`src/rtl/lcts_pkg.sv`:
```
// lcts_pkg: shared constants for the load cell tare and scale unit.
// No dependencies; imported by every module of the unit.
`default_nettype none
package lcts_pkg;

	localparam int SAMPLE_W      = 24;
	localparam int DIVISOR_W     = 24;
	localparam int REF_W         = 25;
	localparam int MASS_W        = 16;
	localparam int WEIGHT_W      = 26;
	localparam int SCALE_W       = 25;
	localparam int AVG_COUNT_DEF = 5;
	localparam int CFG_IDX_W     = 1;

	localparam logic [SAMPLE_W-1:0] SIGN_FLIP = 24'h800000;

	// input actions (carried in s_tuser)
	localparam logic [1:0] ACT_WEIGH = 2'd0;
	localparam logic [1:0] ACT_TARE  = 2'd1;
	localparam logic [1:0] ACT_CAL   = 2'd2;

	// result kinds (carried in m_tuser)
	localparam logic [1:0] KIND_WEIGHT = 2'd0;
	localparam logic [1:0] KIND_TARE   = 2'd1;
	localparam logic [1:0] KIND_CAL    = 2'd2;

	// configuration register indexes
	localparam logic [CFG_IDX_W-1:0] CFG_REF_WEIGHT = 1'd0;
	localparam logic [CFG_IDX_W-1:0] CFG_STD_MASS   = 1'd1;

endpackage
`default_nettype wire

```
`src/rtl/lcts_serial_div.sv`:
```
// lcts_serial_div: unsigned restoring divider, one quotient bit per cycle.
// Uses lcts_pkg for the divisor width.
`default_nettype none
module lcts_serial_div
	import lcts_pkg::*;
#(
	parameter int DW = 27
) (
	input  wire logic                 clk,
	input  wire logic                 arst_n,
	input  wire logic                 start,
	input  wire logic [DW-1:0]        dividend,
	input  wire logic [DIVISOR_W-1:0] divisor,
	output logic                      done,
	output logic [DW-1:0]             quotient
);

	localparam int CNT_W = $clog2(DW);
	localparam logic [CNT_W-1:0] LAST_STEP = CNT_W'(DW - 1);

	logic [DIVISOR_W:0]   rem_q;
	logic [DW-1:0]        quo_q;
	logic [DIVISOR_W-1:0] dvs_q;
	logic [CNT_W-1:0]     cnt_q;
	logic                 busy_q;
	logic                 done_q;

	logic [DIVISOR_W:0]   rem_sh;
	logic [DIVISOR_W+1:0] diff;
	logic                 qbit;

	// shift the next dividend bit into the partial remainder, trial subtract
	assign rem_sh = {rem_q[DIVISOR_W-1:0], quo_q[DW-1]};
	assign diff   = {1'b0, rem_sh} - {2'b00, dvs_q};
	assign qbit   = ~diff[DIVISOR_W+1];

	always_ff @(posedge clk or negedge arst_n) begin
		if (!arst_n) begin
			rem_q  <= '0;
			quo_q  <= '0;
			dvs_q  <= '0;
			cnt_q  <= '0;
			busy_q <= 1'b0;
			done_q <= 1'b0;
		end else begin
			done_q <= 1'b0;
			if (start) begin
				rem_q  <= '0;
				quo_q  <= dividend;
				dvs_q  <= divisor;
				cnt_q  <= '0;
				busy_q <= 1'b1;
			end else if (busy_q) begin
				rem_q <= qbit ? diff[DIVISOR_W:0] : rem_sh;
				quo_q <= {quo_q[DW-2:0], qbit};
				cnt_q <= cnt_q + 1'b1;
				if (cnt_q == LAST_STEP) begin
					busy_q <= 1'b0;
					done_q <= 1'b1;
				end
			end
		end
	end

	assign done     = done_q;
	assign quotient = quo_q;

	a_start_idle: assert property (@(posedge clk) disable iff (!arst_n)
		start |-> !busy_q) else $error("divider started while busy");
	a_done_idle: assert property (@(posedge clk) disable iff (!arst_n)
		done_q |-> !busy_q) else $error("divider done while still busy");
	a_rem_bound: assert property (@(posedge clk) disable iff (!arst_n)
		busy_q |-> (rem_q < {1'b0, dvs_q})) else $error("partial remainder out of range");

endmodule
`default_nettype wire

```
`src/rtl/load_cell_tare_scale_unit_top.sv`:
```
// load_cell_tare_scale_unit_top: tare, calibrate and weigh; uses lcts_pkg, lcts_serial_div.
// Weigh, the last tare sample and every calibration sample go through the DW-bit serial divider
// (DW = 24 + clog2(AVERAGE_COUNT), 27 by default); the last calibration sample divides twice.
// Other run samples give no result. One item at a time: s_tready is high only while idle, so
// a divide, the result hand-off and a held output all keep the next item out.
// arst_n clears offset to 0, scale to 1, run state, config to 0 and 1, and the output.
`default_nettype none
module load_cell_tare_scale_unit_top
	import lcts_pkg::*;
#(
	parameter int AVERAGE_COUNT = AVG_COUNT_DEF
) (
	input  wire logic                 clk,
	input  wire logic                 arst_n,
	// input stream
	input  wire logic                 s_tvalid,
	output logic                      s_tready,
	input  wire logic [23:0]          s_tdata,   // [23:0] raw_word
	input  wire logic [1:0]           s_tuser,   // [1:0] action
	// result stream
	output logic                      m_tvalid,
	input  wire logic                 m_tready,
	output logic [31:0]               m_tdata,   // [25:0] weight_value, [31:26] zero
	output logic [2:0]                m_tuser,   // [1:0] result_kind, [2] scale_fault
	// register writes
	input  wire logic                 cfg_valid,
	output logic                      cfg_ready,
	input  wire logic [CFG_IDX_W-1:0] cfg_index,
	input  wire logic [REF_W-1:0]     cfg_data
);

	// run counter and sum widths follow from the averaging count
	localparam int CW    = $clog2(AVERAGE_COUNT);
	localparam int CNT_W = (AVERAGE_COUNT > 1) ? CW : 1;
	localparam int DW    = SAMPLE_W + CW;   // magnitude of any dividend
	localparam int SUM_W = DW + 1;          // signed running sum
	localparam logic [CNT_W-1:0]     LAST_CNT = CNT_W'(AVERAGE_COUNT - 1);
	localparam logic [DIVISOR_W-1:0] AVG_DIV  = DIVISOR_W'(AVERAGE_COUNT);

	typedef enum logic [1:0] {
		ST_IDLE,
		ST_DIV1,   // delta / scale (weigh) or delta / mass (calibrate)
		ST_DIV2,   // run sum / AVERAGE_COUNT
		ST_EMIT    // wait for the output register
	} state_t;

	typedef enum logic [1:0] {
		PH_WEIGH,
		PH_TARE,
		PH_CAL
	} phase_t;

	state_t state_q;
	phase_t phase_q;

	// configuration
	logic signed [REF_W-1:0] ref_weight_q;
	logic [MASS_W-1:0]       std_mass_q;

	// calibration state
	logic [SAMPLE_W-1:0]       zero_offset_q;
	logic signed [SCALE_W-1:0] cpg_q;
	logic signed [SUM_W-1:0]   sum_q;
	logic [CNT_W-1:0]          cnt_q;
	logic [1:0]                act_q;

	// divider operands
	logic                 div_start_q;
	logic [DW-1:0]        div_dvd_q;
	logic [DIVISOR_W-1:0] div_dvs_q;
	logic                 div_neg_q;
	logic                 div_done;
	logic [DW-1:0]        div_quo;

	// pending result and output register
	logic [1:0]            res_kind_q;
	logic [WEIGHT_W-1:0]   res_value_q;
	logic                  res_fault_q;
	logic                  out_valid_q;
	logic [1:0]            out_kind_q;
	logic [WEIGHT_W-1:0]   out_value_q;
	logic                  out_fault_q;

	// combinational helpers
	logic [SAMPLE_W-1:0]     sample_c;
	logic                    item_ok_c;
	logic                    in_xfer;
	logic signed [SAMPLE_W:0] delta_c;
	logic [SAMPLE_W:0]       delta_neg_c;
	logic [DIVISOR_W-1:0]    delta_mag_c;
	logic [SCALE_W-1:0]      cpg_neg_c;
	logic [DIVISOR_W-1:0]    cpg_mag_c;
	logic [DIVISOR_W-1:0]    mass_eff_c;
	logic signed [SUM_W-1:0] tare_base_c;
	logic [CNT_W-1:0]        tare_cnt_c;
	logic signed [SUM_W-1:0] tare_sum_c;
	logic signed [SUM_W-1:0] q_signed_c;
	logic signed [SUM_W-1:0] cal_sum_c;
	logic [SUM_W-1:0]        cal_neg_c;
	logic [DW-1:0]           cal_mag_c;
	logic [WEIGHT_W-1:0]     weight_c;
	logic [SCALE_W-1:0]      avg_c;

	// flip to offset binary; an all-zero sample is a failed read and is dropped,
	// as is the unused action code
	assign sample_c  = s_tdata ^ SIGN_FLIP;
	assign item_ok_c = (s_tuser == ACT_WEIGH || s_tuser == ACT_TARE || s_tuser == ACT_CAL)
		&& (sample_c != '0);
	assign in_xfer   = s_tvalid && s_tready;

	assign delta_c     = $signed({1'b0, sample_c}) - $signed({1'b0, zero_offset_q});
	assign delta_neg_c = -delta_c;
	assign delta_mag_c = delta_c[SAMPLE_W] ? delta_neg_c[DIVISOR_W-1:0]
		: delta_c[DIVISOR_W-1:0];
	assign cpg_neg_c   = -cpg_q;
	assign cpg_mag_c   = cpg_q[SCALE_W-1] ? cpg_neg_c[DIVISOR_W-1:0] : cpg_q[DIVISOR_W-1:0];
	assign mass_eff_c  = (std_mass_q == '0) ? DIVISOR_W'(1)
		: {{(DIVISOR_W-MASS_W){1'b0}}, std_mass_q};

	// a tare sample outside a tare run starts a new one
	assign tare_base_c = (phase_q == PH_TARE) ? sum_q : '0;
	assign tare_cnt_c  = (phase_q == PH_TARE) ? cnt_q : '0;
	assign tare_sum_c  = tare_base_c + $signed({{(SUM_W-SAMPLE_W){1'b0}}, sample_c});

	// truncating signed division: divide magnitudes, then restore the sign
	assign q_signed_c = div_neg_q ? -$signed({1'b0, div_quo}) : $signed({1'b0, div_quo});
	assign cal_sum_c  = sum_q + q_signed_c;
	assign cal_neg_c  = -cal_sum_c;
	assign cal_mag_c  = cal_sum_c[SUM_W-1] ? cal_neg_c[DW-1:0] : cal_sum_c[DW-1:0];

	assign weight_c = {q_signed_c[SCALE_W-1], q_signed_c[SCALE_W-1:0]}
		- {ref_weight_q[REF_W-1], ref_weight_q};
	assign avg_c    = q_signed_c[SCALE_W-1:0];

	lcts_serial_div #(
		.DW(DW)
	) u_div (
		.clk      (clk),
		.arst_n   (arst_n),
		.start    (div_start_q),
		.dividend (div_dvd_q),
		.divisor  (div_dvs_q),
		.done     (div_done),
		.quotient (div_quo)
	);

	// register writes are always taken
	always_ff @(posedge clk or negedge arst_n) begin
		if (!arst_n) begin
			ref_weight_q <= '0;
			std_mass_q   <= MASS_W'(1);
		end else if (cfg_valid) begin
			case (cfg_index)
				CFG_REF_WEIGHT: ref_weight_q <= cfg_data;
				CFG_STD_MASS:   std_mass_q   <= cfg_data[MASS_W-1:0];
				default: ;
			endcase
		end
	end

	// sequencer, run state and output register
	always_ff @(posedge clk or negedge arst_n) begin
		if (!arst_n) begin
			state_q       <= ST_IDLE;
			phase_q       <= PH_WEIGH;
			zero_offset_q <= '0;
			cpg_q         <= SCALE_W'(1);
			sum_q         <= '0;
			cnt_q         <= '0;
			act_q         <= ACT_WEIGH;
			div_start_q   <= 1'b0;
			div_dvd_q     <= '0;
			div_dvs_q     <= '0;
			div_neg_q     <= 1'b0;
			res_kind_q    <= KIND_WEIGHT;
			res_value_q   <= '0;
			res_fault_q   <= 1'b0;
			out_valid_q   <= 1'b0;
			out_kind_q    <= KIND_WEIGHT;
			out_value_q   <= '0;
			out_fault_q   <= 1'b0;
		end else begin
			div_start_q <= 1'b0;
			// in ST_EMIT the output register is reloaded below instead
			if (m_tready && state_q != ST_EMIT) begin
				out_valid_q <= 1'b0;
			end
			case (state_q)
				ST_IDLE: begin
					if (in_xfer && item_ok_c) begin
						act_q <= s_tuser;
						case (s_tuser)
							ACT_WEIGH: begin
								// weighing abandons any run in progress
								phase_q     <= PH_WEIGH;
								sum_q       <= '0;
								cnt_q       <= '0;
								div_dvd_q   <= DW'(delta_mag_c);
								div_dvs_q   <= cpg_mag_c;
								div_neg_q   <= delta_c[SAMPLE_W] ^ cpg_q[SCALE_W-1];
								div_start_q <= 1'b1;
								state_q     <= ST_DIV1;
							end
							ACT_TARE: begin
								phase_q <= PH_TARE;
								cpg_q   <= SCALE_W'(1);
								sum_q   <= tare_sum_c;
								if (tare_cnt_c == LAST_CNT) begin
									div_dvd_q   <= tare_sum_c[DW-1:0];
									div_dvs_q   <= AVG_DIV;
									div_neg_q   <= 1'b0;
									div_start_q <= 1'b1;
									state_q     <= ST_DIV2;
								end else begin
									cnt_q <= tare_cnt_c + 1'b1;
								end
							end
							ACT_CAL: begin
								if (phase_q != PH_CAL) begin
									sum_q <= '0;
									cnt_q <= '0;
								end
								phase_q     <= PH_CAL;
								div_dvd_q   <= DW'(delta_mag_c);
								div_dvs_q   <= mass_eff_c;
								div_neg_q   <= delta_c[SAMPLE_W];
								div_start_q <= 1'b1;
								state_q     <= ST_DIV1;
							end
							default: ;
						endcase
					end
				end
				ST_DIV1: begin
					if (div_done) begin
						if (act_q == ACT_WEIGH) begin
							res_kind_q  <= KIND_WEIGHT;
							res_value_q <= weight_c;
							res_fault_q <= 1'b0;
							state_q     <= ST_EMIT;
						end else begin
							sum_q <= cal_sum_c;
							if (cnt_q == LAST_CNT) begin
								div_dvd_q   <= cal_mag_c;
								div_dvs_q   <= AVG_DIV;
								div_neg_q   <= cal_sum_c[SUM_W-1];
								div_start_q <= 1'b1;
								state_q     <= ST_DIV2;
							end else begin
								cnt_q   <= cnt_q + 1'b1;
								state_q <= ST_IDLE;
							end
						end
					end
				end
				ST_DIV2: begin
					if (div_done) begin
						// run complete
						sum_q   <= '0;
						cnt_q   <= '0;
						phase_q <= PH_WEIGH;
						state_q <= ST_EMIT;
						if (act_q == ACT_TARE) begin
							zero_offset_q <= div_quo[SAMPLE_W-1:0];
							res_kind_q    <= KIND_TARE;
							res_value_q   <= {{(WEIGHT_W-SAMPLE_W){1'b0}},
								div_quo[SAMPLE_W-1:0]};
							res_fault_q   <= 1'b0;
						end else begin
							res_kind_q <= KIND_CAL;
							if (avg_c == '0) begin
								// zero scale is replaced by 1 and flagged
								cpg_q       <= SCALE_W'(1);
								res_value_q <= WEIGHT_W'(1);
								res_fault_q <= 1'b1;
							end else begin
								cpg_q       <= avg_c;
								res_value_q <= {avg_c[SCALE_W-1], avg_c};
								res_fault_q <= 1'b0;
							end
						end
					end
				end
				ST_EMIT: begin
					if (!out_valid_q || m_tready) begin
						out_valid_q <= 1'b1;
						out_kind_q  <= res_kind_q;
						out_value_q <= res_value_q;
						out_fault_q <= res_fault_q;
						state_q     <= ST_IDLE;
					end
				end
				default: state_q <= ST_IDLE;
			endcase
		end
	end

	assign s_tready  = (state_q == ST_IDLE);
	assign cfg_ready = 1'b1;
	assign m_tvalid  = out_valid_q;
	assign m_tdata   = {{(32-WEIGHT_W){1'b0}}, out_value_q};
	assign m_tuser   = {out_fault_q, out_kind_q};

	a_scale_nonzero: assert property (@(posedge clk) disable iff (!arst_n)
		cpg_q != '0) else $error("scale register reached zero");
	a_weigh_phase_clear: assert property (@(posedge clk) disable iff (!arst_n)
		(phase_q == PH_WEIGH) |-> (sum_q == '0 && cnt_q == '0))
		else $error("run state left over outside a run");
	a_done_in_div: assert property (@(posedge clk) disable iff (!arst_n)
		div_done |-> (state_q == ST_DIV1 || state_q == ST_DIV2))
		else $error("divider finished outside a divide state");
	a_cnt_bound: assert property (@(posedge clk) disable iff (!arst_n)
		cnt_q <= LAST_CNT) else $error("run counter past averaging count");

endmodule
`default_nettype wire

```
`config.mk`:
```
export PLATFORM = sky130hd
export DESIGN_NAME = load_cell_tare_scale_unit_top
export DESIGN_NICKNAME = d
export VERILOG_FILES = /design/src/rtl/lcts_pkg.sv /design/src/rtl/lcts_serial_div.sv /design/src/rtl/load_cell_tare_scale_unit_top.sv
export SDC_FILE = /design/constraint.sdc
export NUM_CORES = 1
export LEC_CHECK = 0
export BUFFER_PORTS_ARGS = -buffer_cell sky130_fd_sc_hd__buf_2
export CAP_MARGIN = 20
export CORE_ASPECT_RATIO = 0.9
export CORE_MARGIN = 3
export CORE_UTILIZATION = 55
export CTS_CLUSTER_SIZE = 14
export DETAILED_ROUTE_END_ITERATION = 12
export PLACE_DENSITY = 0.77
export RECOVER_POWER = 100
export SKIP_CTS_REPAIR_TIMING = 1
export SLEW_MARGIN = 20
export SYNTH_ARGS = -nofsm -noshare
export SYNTH_HDL_FRONTEND = slang
export SYNTH_HIERARCHICAL = 1
export SYNTH_SLANG_ARGS = --single-unit
```
`constraint.sdc`:
```
create_clock -name clk -period 15.5 [get_ports clk]
set_clock_uncertainty 0.15 [all_clocks]
set_input_delay 1.55 -clock clk [delete_from_list [all_inputs] [get_ports clk]]
set_output_delay 1.55 -clock clk [all_outputs]
set_load 0.005 [all_outputs]
```
[Word-level counts from Yosys, hierarchy flattened]
Cells that the tools add are included.
Word-level totals
  bits in registers: 321
  bits in latches: 0
  RAM bits: 0
  ROM bits: 0
  output and inout bits: 38
  memories kept: 0
Cells by class
  add/sub/neg operators: 12
  $mul: 0
  divide/modulo/power cells: 0
  order comparisons: 0
  equality and inequality tests: 27
  shifts and indexed selects: 0
  multiplexer cells: 103
  bitwise operators: 4
  reduce and logical (&&, ||, !) cells: 33
Operators by type and width (number)
  $mux W24: 10
  $mux W27: 8
  $mux W28: 7
  $pmux W28 S3: 2
  $mux W26: 5
  $mux W25: 5
  $pmux W27 S2: 2
  $pmux W24 S3: 1
  $pmux W26 S2: 1
  $pmux W25 S2: 1
  $neg A24 Y24: 2
  $pmux W24 S2: 1
  $add A28 B25 Y28: 1
  $add A28 B28 Y28: 1
  $neg A27 Y28: 1
  $neg A27 Y27: 1
  $mux W2: 13
  $sub A25 B24 Y26: 1
  $sub A25 B25 Y26: 1
  $logic_not A25 Y1: 1
  $sub A24 B24 Y25: 1
  $mux W1: 24
  $mux W3: 8
  $reduce_bool A24 Y1: 1
  36 further kinds: 80

[Longest topological paths before layout]
  depth in word-level cells: 9
  mapped depth: 22

[By module]
The synthesis kept the hierarchy.
By module, submodules not included
  load_cell_tare_scale_unit_top: times used 1, cells each 2207, area each 18507.8 um^2, sequential area each 5983.2 um^2
  lcts_serial_div: times used 1, cells each 562, area each 4961.0 um^2, sequential area each 2052.0 um^2

[Least setup slack after synthesis]
No wires, ideal clock.
  kind: reg2reg
  start point: register u_div.quo_q[11] (netlist: u_div/quotient[11])
  end point: register div_dvd_q[17]
  arrival: 4901 ps
  required time: 15224 ps
  slack: 10323 ps
  stages on the path, launching flop included: 21
  path buffers: 3
  path through: dfrtp_1 > buf_6 > or4_4 > or4_1 > or2_2 > o21ai_0 > xor2_1 > inv_1 > ha_1 > clkbuf_1 > o21ai_0 > a21oi_1 > or4b_2 > o2111ai_1 > a31oi_1 > o41a_1 > nand4_2 > buf_2 > nor2_1 > xnor2_1 > a221o_1
Between the ends
  word-level cells in the longest chain between the ends: 9
RTL lines
  start, declared: line lcts_serial_div.sv:22  | logic [DW-1:0] quo_q;
  start signal, assigned: line lcts_serial_div.sv:49  | quo_q <= dividend;
  start signal, assigned: line lcts_serial_div.sv:55  | quo_q <= {quo_q[DW-2:0], qbit};
  $neg A27 Y28: line load_cell_tare_scale_unit_top.sv:126  | assign q_signed_c = div_neg_q ? -$signed({1'b0, div_quo}) : $signed({1'b0, div_quo});
  $mux W28 (*): line load_cell_tare_scale_unit_top.sv:126
  $add A28 B28 Y28 (*): line load_cell_tare_scale_unit_top.sv:127  | assign cal_sum_c = sum_q + q_signed_c;
  $neg A27 Y27: line load_cell_tare_scale_unit_top.sv:128  | assign cal_neg_c = -cal_sum_c;
  $mux W27 (*): line load_cell_tare_scale_unit_top.sv:129  | assign cal_mag_c = cal_sum_c[SUM_W-1] ? cal_neg_c[DW-1:0] : cal_sum_c[DW-1:0];
  $mux W27 (*): line load_cell_tare_scale_unit_top.sv:243  | if (cnt_q == LAST_CNT) begin
  $mux W27 (*): line load_cell_tare_scale_unit_top.sv:236  | if (act_q == ACT_WEIGH) begin
  $mux W27 (*): line load_cell_tare_scale_unit_top.sv:235  | if (div_done) begin
  $pmux W27 S2 (*): line load_cell_tare_scale_unit_top.sv:188  | case (state_q)
  end signal, assigned: line load_cell_tare_scale_unit_top.sv:198  | div_dvd_q <= DW'(delta_mag_c);
  end signal, assigned: line load_cell_tare_scale_unit_top.sv:209  | div_dvd_q <= tare_sum_c[DW-1:0];
  end signal, assigned: line load_cell_tare_scale_unit_top.sv:244  | div_dvd_q <= cal_mag_c;
  end, declared: line load_cell_tare_scale_unit_top.sv:69  | logic [DW-1:0] div_dvd_q;
Mark *: on every way between the ends. The rest lies on a longest branch, timed or not. The select of a mux whose other input is x is not followed.
A chain may end at the register's enable or synchronous reset.

==> parameters.txt <==
Parameter                              Value

Outcome
  Failing checks    max-capacitance violations, max-slew violations
  Result of the run    finished with violations

Clocking
  CTS tree    built
  CTS H-Tree Depth    2
  CTS Buf Count    36
  Total number of clock tree sinks    321
  CTS Root Buffer Type    sky130_fd_sc_hd__clkbuf_16
  Clock insertion delay at the later pin of the skew report    between 500 and 600 ps
  CTS clock-pin slew for the worst setup and hold paths    about 60 ps
  Maximum clock insertion buffer count    3

Worst setup path
  Flop2flop setup slack    8920 ps
  CP Data Required Time    roughly 16000 ps
  Critical Path Start Type    input pin
  Buffering stage count on the worst path with inverters included    3
  Type of the setup path with the least slack    in -> async
  R2r worst-path depth    18
  Logic depth of the worst setup path including buffers    3
  CP max FO    126
  Cell at the slowest stage of the critical path    sky130_fd_sc_hd__clkbuf_1
  Worst path cell trace    clkbuf_1, buf_4, buf_4
  Largest stage delay on the critical path    4440 ps
  Largest delay contributor family on the critical path    buffers and inverters
  Crit path DAT    approximately 8100 ps
  CP dominant cell by count    sky130_fd_sc_hd__buf_4
  CP endpoint kind    asynchronous set/reset pin

Synthesis
  Area share of and/or/nand/nor cells after synthesis    0.173
  Number of synthesized flops with an enable pin    0
  Commonest register cell after synthesis    sky130_fd_sc_hd__dfrtp_1
  Number of distinct library cells after synthesis    94
  Netlist Area Pre-Place    23500 µm²
  Sequential fraction of the synthesis area    0.342
  XOR/XNOR share of the synthesized area    0.0765
  Multiplexer fraction of the synthesized cell area    0.0508
  Synthesized netlist cell count    2769
  Async set-reset flop share out of synthesis    1.00
  Fraction of the mapped netlist area in adder cells    0.0810
  Yosys Warn Count    6
  Count of state elements after synthesis    321
  Area fraction in compound gates after synthesis    0.224
  Mean Syn Cell Area    8.48 µm²
  Combinational family with the most area after synthesis    compound AO/OA/AOI/OAI gates

Placed design
  Post-DP Area    24200 µm²
  HPWL after DPL    ~53 mm
  Routability cong.    1.02
  IO Port Bufs    87

Floorplanning
  Core Footprint    between 40000 and 50000 µm²
  Die area    45200 µm²
  Width of the chip    224 µm
  Placement row count    71
  Die Ht    202 µm
  Initial core utilization    0.560
  Number of placed I/O pins    95

STA
  Setup repair after global routing missed its margin    false
  Final setup violating endpoints    0
  Final slew viol count    611
  Worst Max-Slew Pin Slew    6480 ps
  Highest attainable clock frequency    0.131 GHz
  Final hold violation count    0
  Fraction of the cycle the final worst path needs    0.493
  Min cycle time layout    about 7600 ps
  Worst slew margin relative to its limit    -3.32
  Total negative slack for setup checks    0 ps

Drt
  Length of the first detailed-routing pass in iterations    5
  Vias per std cell    6.28
  Routed Antenna Nets    0
  Number of remaining DRC errors    0
  Final Routed Wirelength    69.6 mm
  Mean routed wirelength per cell    about 21 µm
  Number of vias after detailed routing    21047
  Number of DRC violations after detailed-routing iteration 0    roughly 2000

GRT
  Tot GR Track Use    0.302
  Total congestion overflow after global routing    0
  Global-route wire length before repair    around 110 mm
  Antenna violations before repair    0
  Vias in the first global route    19938
  Largest net degree at the start of global routing    127

Layout
  Footprint of the flip-flops and latches    8040 µm²
  Fill count    approximately 3700
  Count of nets after finishing    just under 3000
  Most frequent cells in the layout    sky130_fd_sc_hd__nand2_1, sky130_fd_sc_hd__dfrtp_1, sky130_fd_sc_hd__o21ai_0, sky130_fd_sc_hd__a21oi_1, sky130_fd_sc_hd__nor2_1
  Final core utilization    0.603
  Area used by multi-input combinational logic    ~14000 µm²
  Share of post-route cells with drive strength above 1    0.0921
  Final non-filler cell area    between 20000 and 30000 µm²
  Most common cell after layout, fill and taps aside    sky130_fd_sc_hd__nand2_1
  Area growth from synthesis to layout    7.74%

Worst hold path
  Min-Delay Path Class    reg -> reg
  Cell depth of the worst hold path    2

Job
  Maxcap violations    11
synthesized netlist by cell type (all sizes together), types with 12 or more instances:
cell type    n  share of area
buf         25         0.0078
xor2        86          0.032
a22o        22         0.0082
a211oi      29         0.0095
nand3       46         0.0098
a22oi       23         0.0074
a311oi      18         0.0067
or2         15         0.0040
o211ai      20         0.0064
nand2      326          0.052
xnor2      119          0.044
nand2b      26         0.0069
or3         24         0.0064
o41ai       12         0.0056
mux2i       37          0.016
and3        20         0.0053
nor4        23         0.0070
ha         144          0.077
o31ai       40          0.013
dfrtp      319           0.34
and2        35         0.0093
nor3        51          0.012
mux2        73          0.035
nand4       26         0.0072
a21oi      205          0.044
a21o        50          0.016
o21a        14         0.0045
nor2b       20         0.0053
or4         12         0.0043
a31oi       25         0.0067
inv        152          0.024
o21ai      267          0.057
clkbuf     124          0.020
nor2       202          0.032
cell type report:
class | count | area share
Multi-Input combinational cell | 2152 | 0.563
Clock inverter | 11 | 0.00579
Antenna cell | 1 | 0.0000990
Tap cell | 547 | 0.0271
Sequential cell | 321 | 0.318
Clock buffer | 55 | 0.0412
Inverter | 152 | 0.0226
Timing Repair Buffer | 111 | 0.0226
worst reg2reg max path, delay by kind of cell (launching register included):
family,cells,cell delay (ps)
AND/OR/NAND/NOR,6,3050
buffers and inverters,1,140
XOR/XNOR,2,420
adder cells (fa/ha/maj),1,410
AO/OA/AOI/OAI,8,1820
flip-flops,1,470
cell families after synthesis:
logic type      count (synthesis)
mux                           110
fa+ha+maj                     149
xor+xnor                      205
buf+inv                       301
compound gates                826
other cells                     2
simple gates                  855
flops                         321
metrics by stage:
| stage | hold slack (ps) | instances | worst slack [ps] |
|---|---|---|---|
| after floorplan | 285 | 2774 | 10320 |
| after global placement | 309 | 3282 | 9560 |
| after detailed placement | 316 | 3282 | 9440 |
| after CTS | 330 | 3348 | 9420 |
| after global routing | 356 | 3349 | 6570 |
| final | 325 | 3350 | 7850 |
state kept, by name, indices dropped and copies added, names as in the netlist, 3 cells and up:
name / cells
res_value_q: 26
div_dvd_q: 27
u_div/dvs_q: 24
cnt_q: 3
out_value_q: 26
div_dvs_q: 24
ref_weight_q: 25
u_div/quotient: 27
cpg_q: 25
zero_offset_q: 24
u_div/rem_q: 24
sum_q: 28
u_div/cnt_q: 5
std_mass_q: 16
metal layers:
metal | share of wire | wire length [µm] | track usage
met2 | 0.44 | 30300 | 0.468
met5 | 0 | 0 | 0
met4 | 0.045 | 3120 | 0.116
met3 | 0.081 | 5630 | 0.0526
met1 | 0.44 | 30500 | 0.424
worst paths after layout:
check,from,to
max in group clk,u_div/quotient[13]$_DFFE_PN0P_,div_dvd_q[23]$_DFFE_PN0P_
hold reg to reg,div_dvs_q[14]$_DFFE_PN0P_,div_dvs_q[14]$_DFFE_PN0P_
setup / recovery,arst_n,sum_q[4]$_DFFE_PN0P_
hold / removal,div_dvs_q[14]$_DFFE_PN0P_,div_dvs_q[14]$_DFFE_PN0P_
min in group asynchronous,arst_n,u_div/rem_q[12]$_DFFE_PN0P_
setup reg to reg,u_div/quotient[13]$_DFFE_PN0P_,div_dvd_q[23]$_DFFE_PN0P_
Power is not shown: default switching activity piles up to over one toggle a cycle in this logic, so the estimate is an artifact.
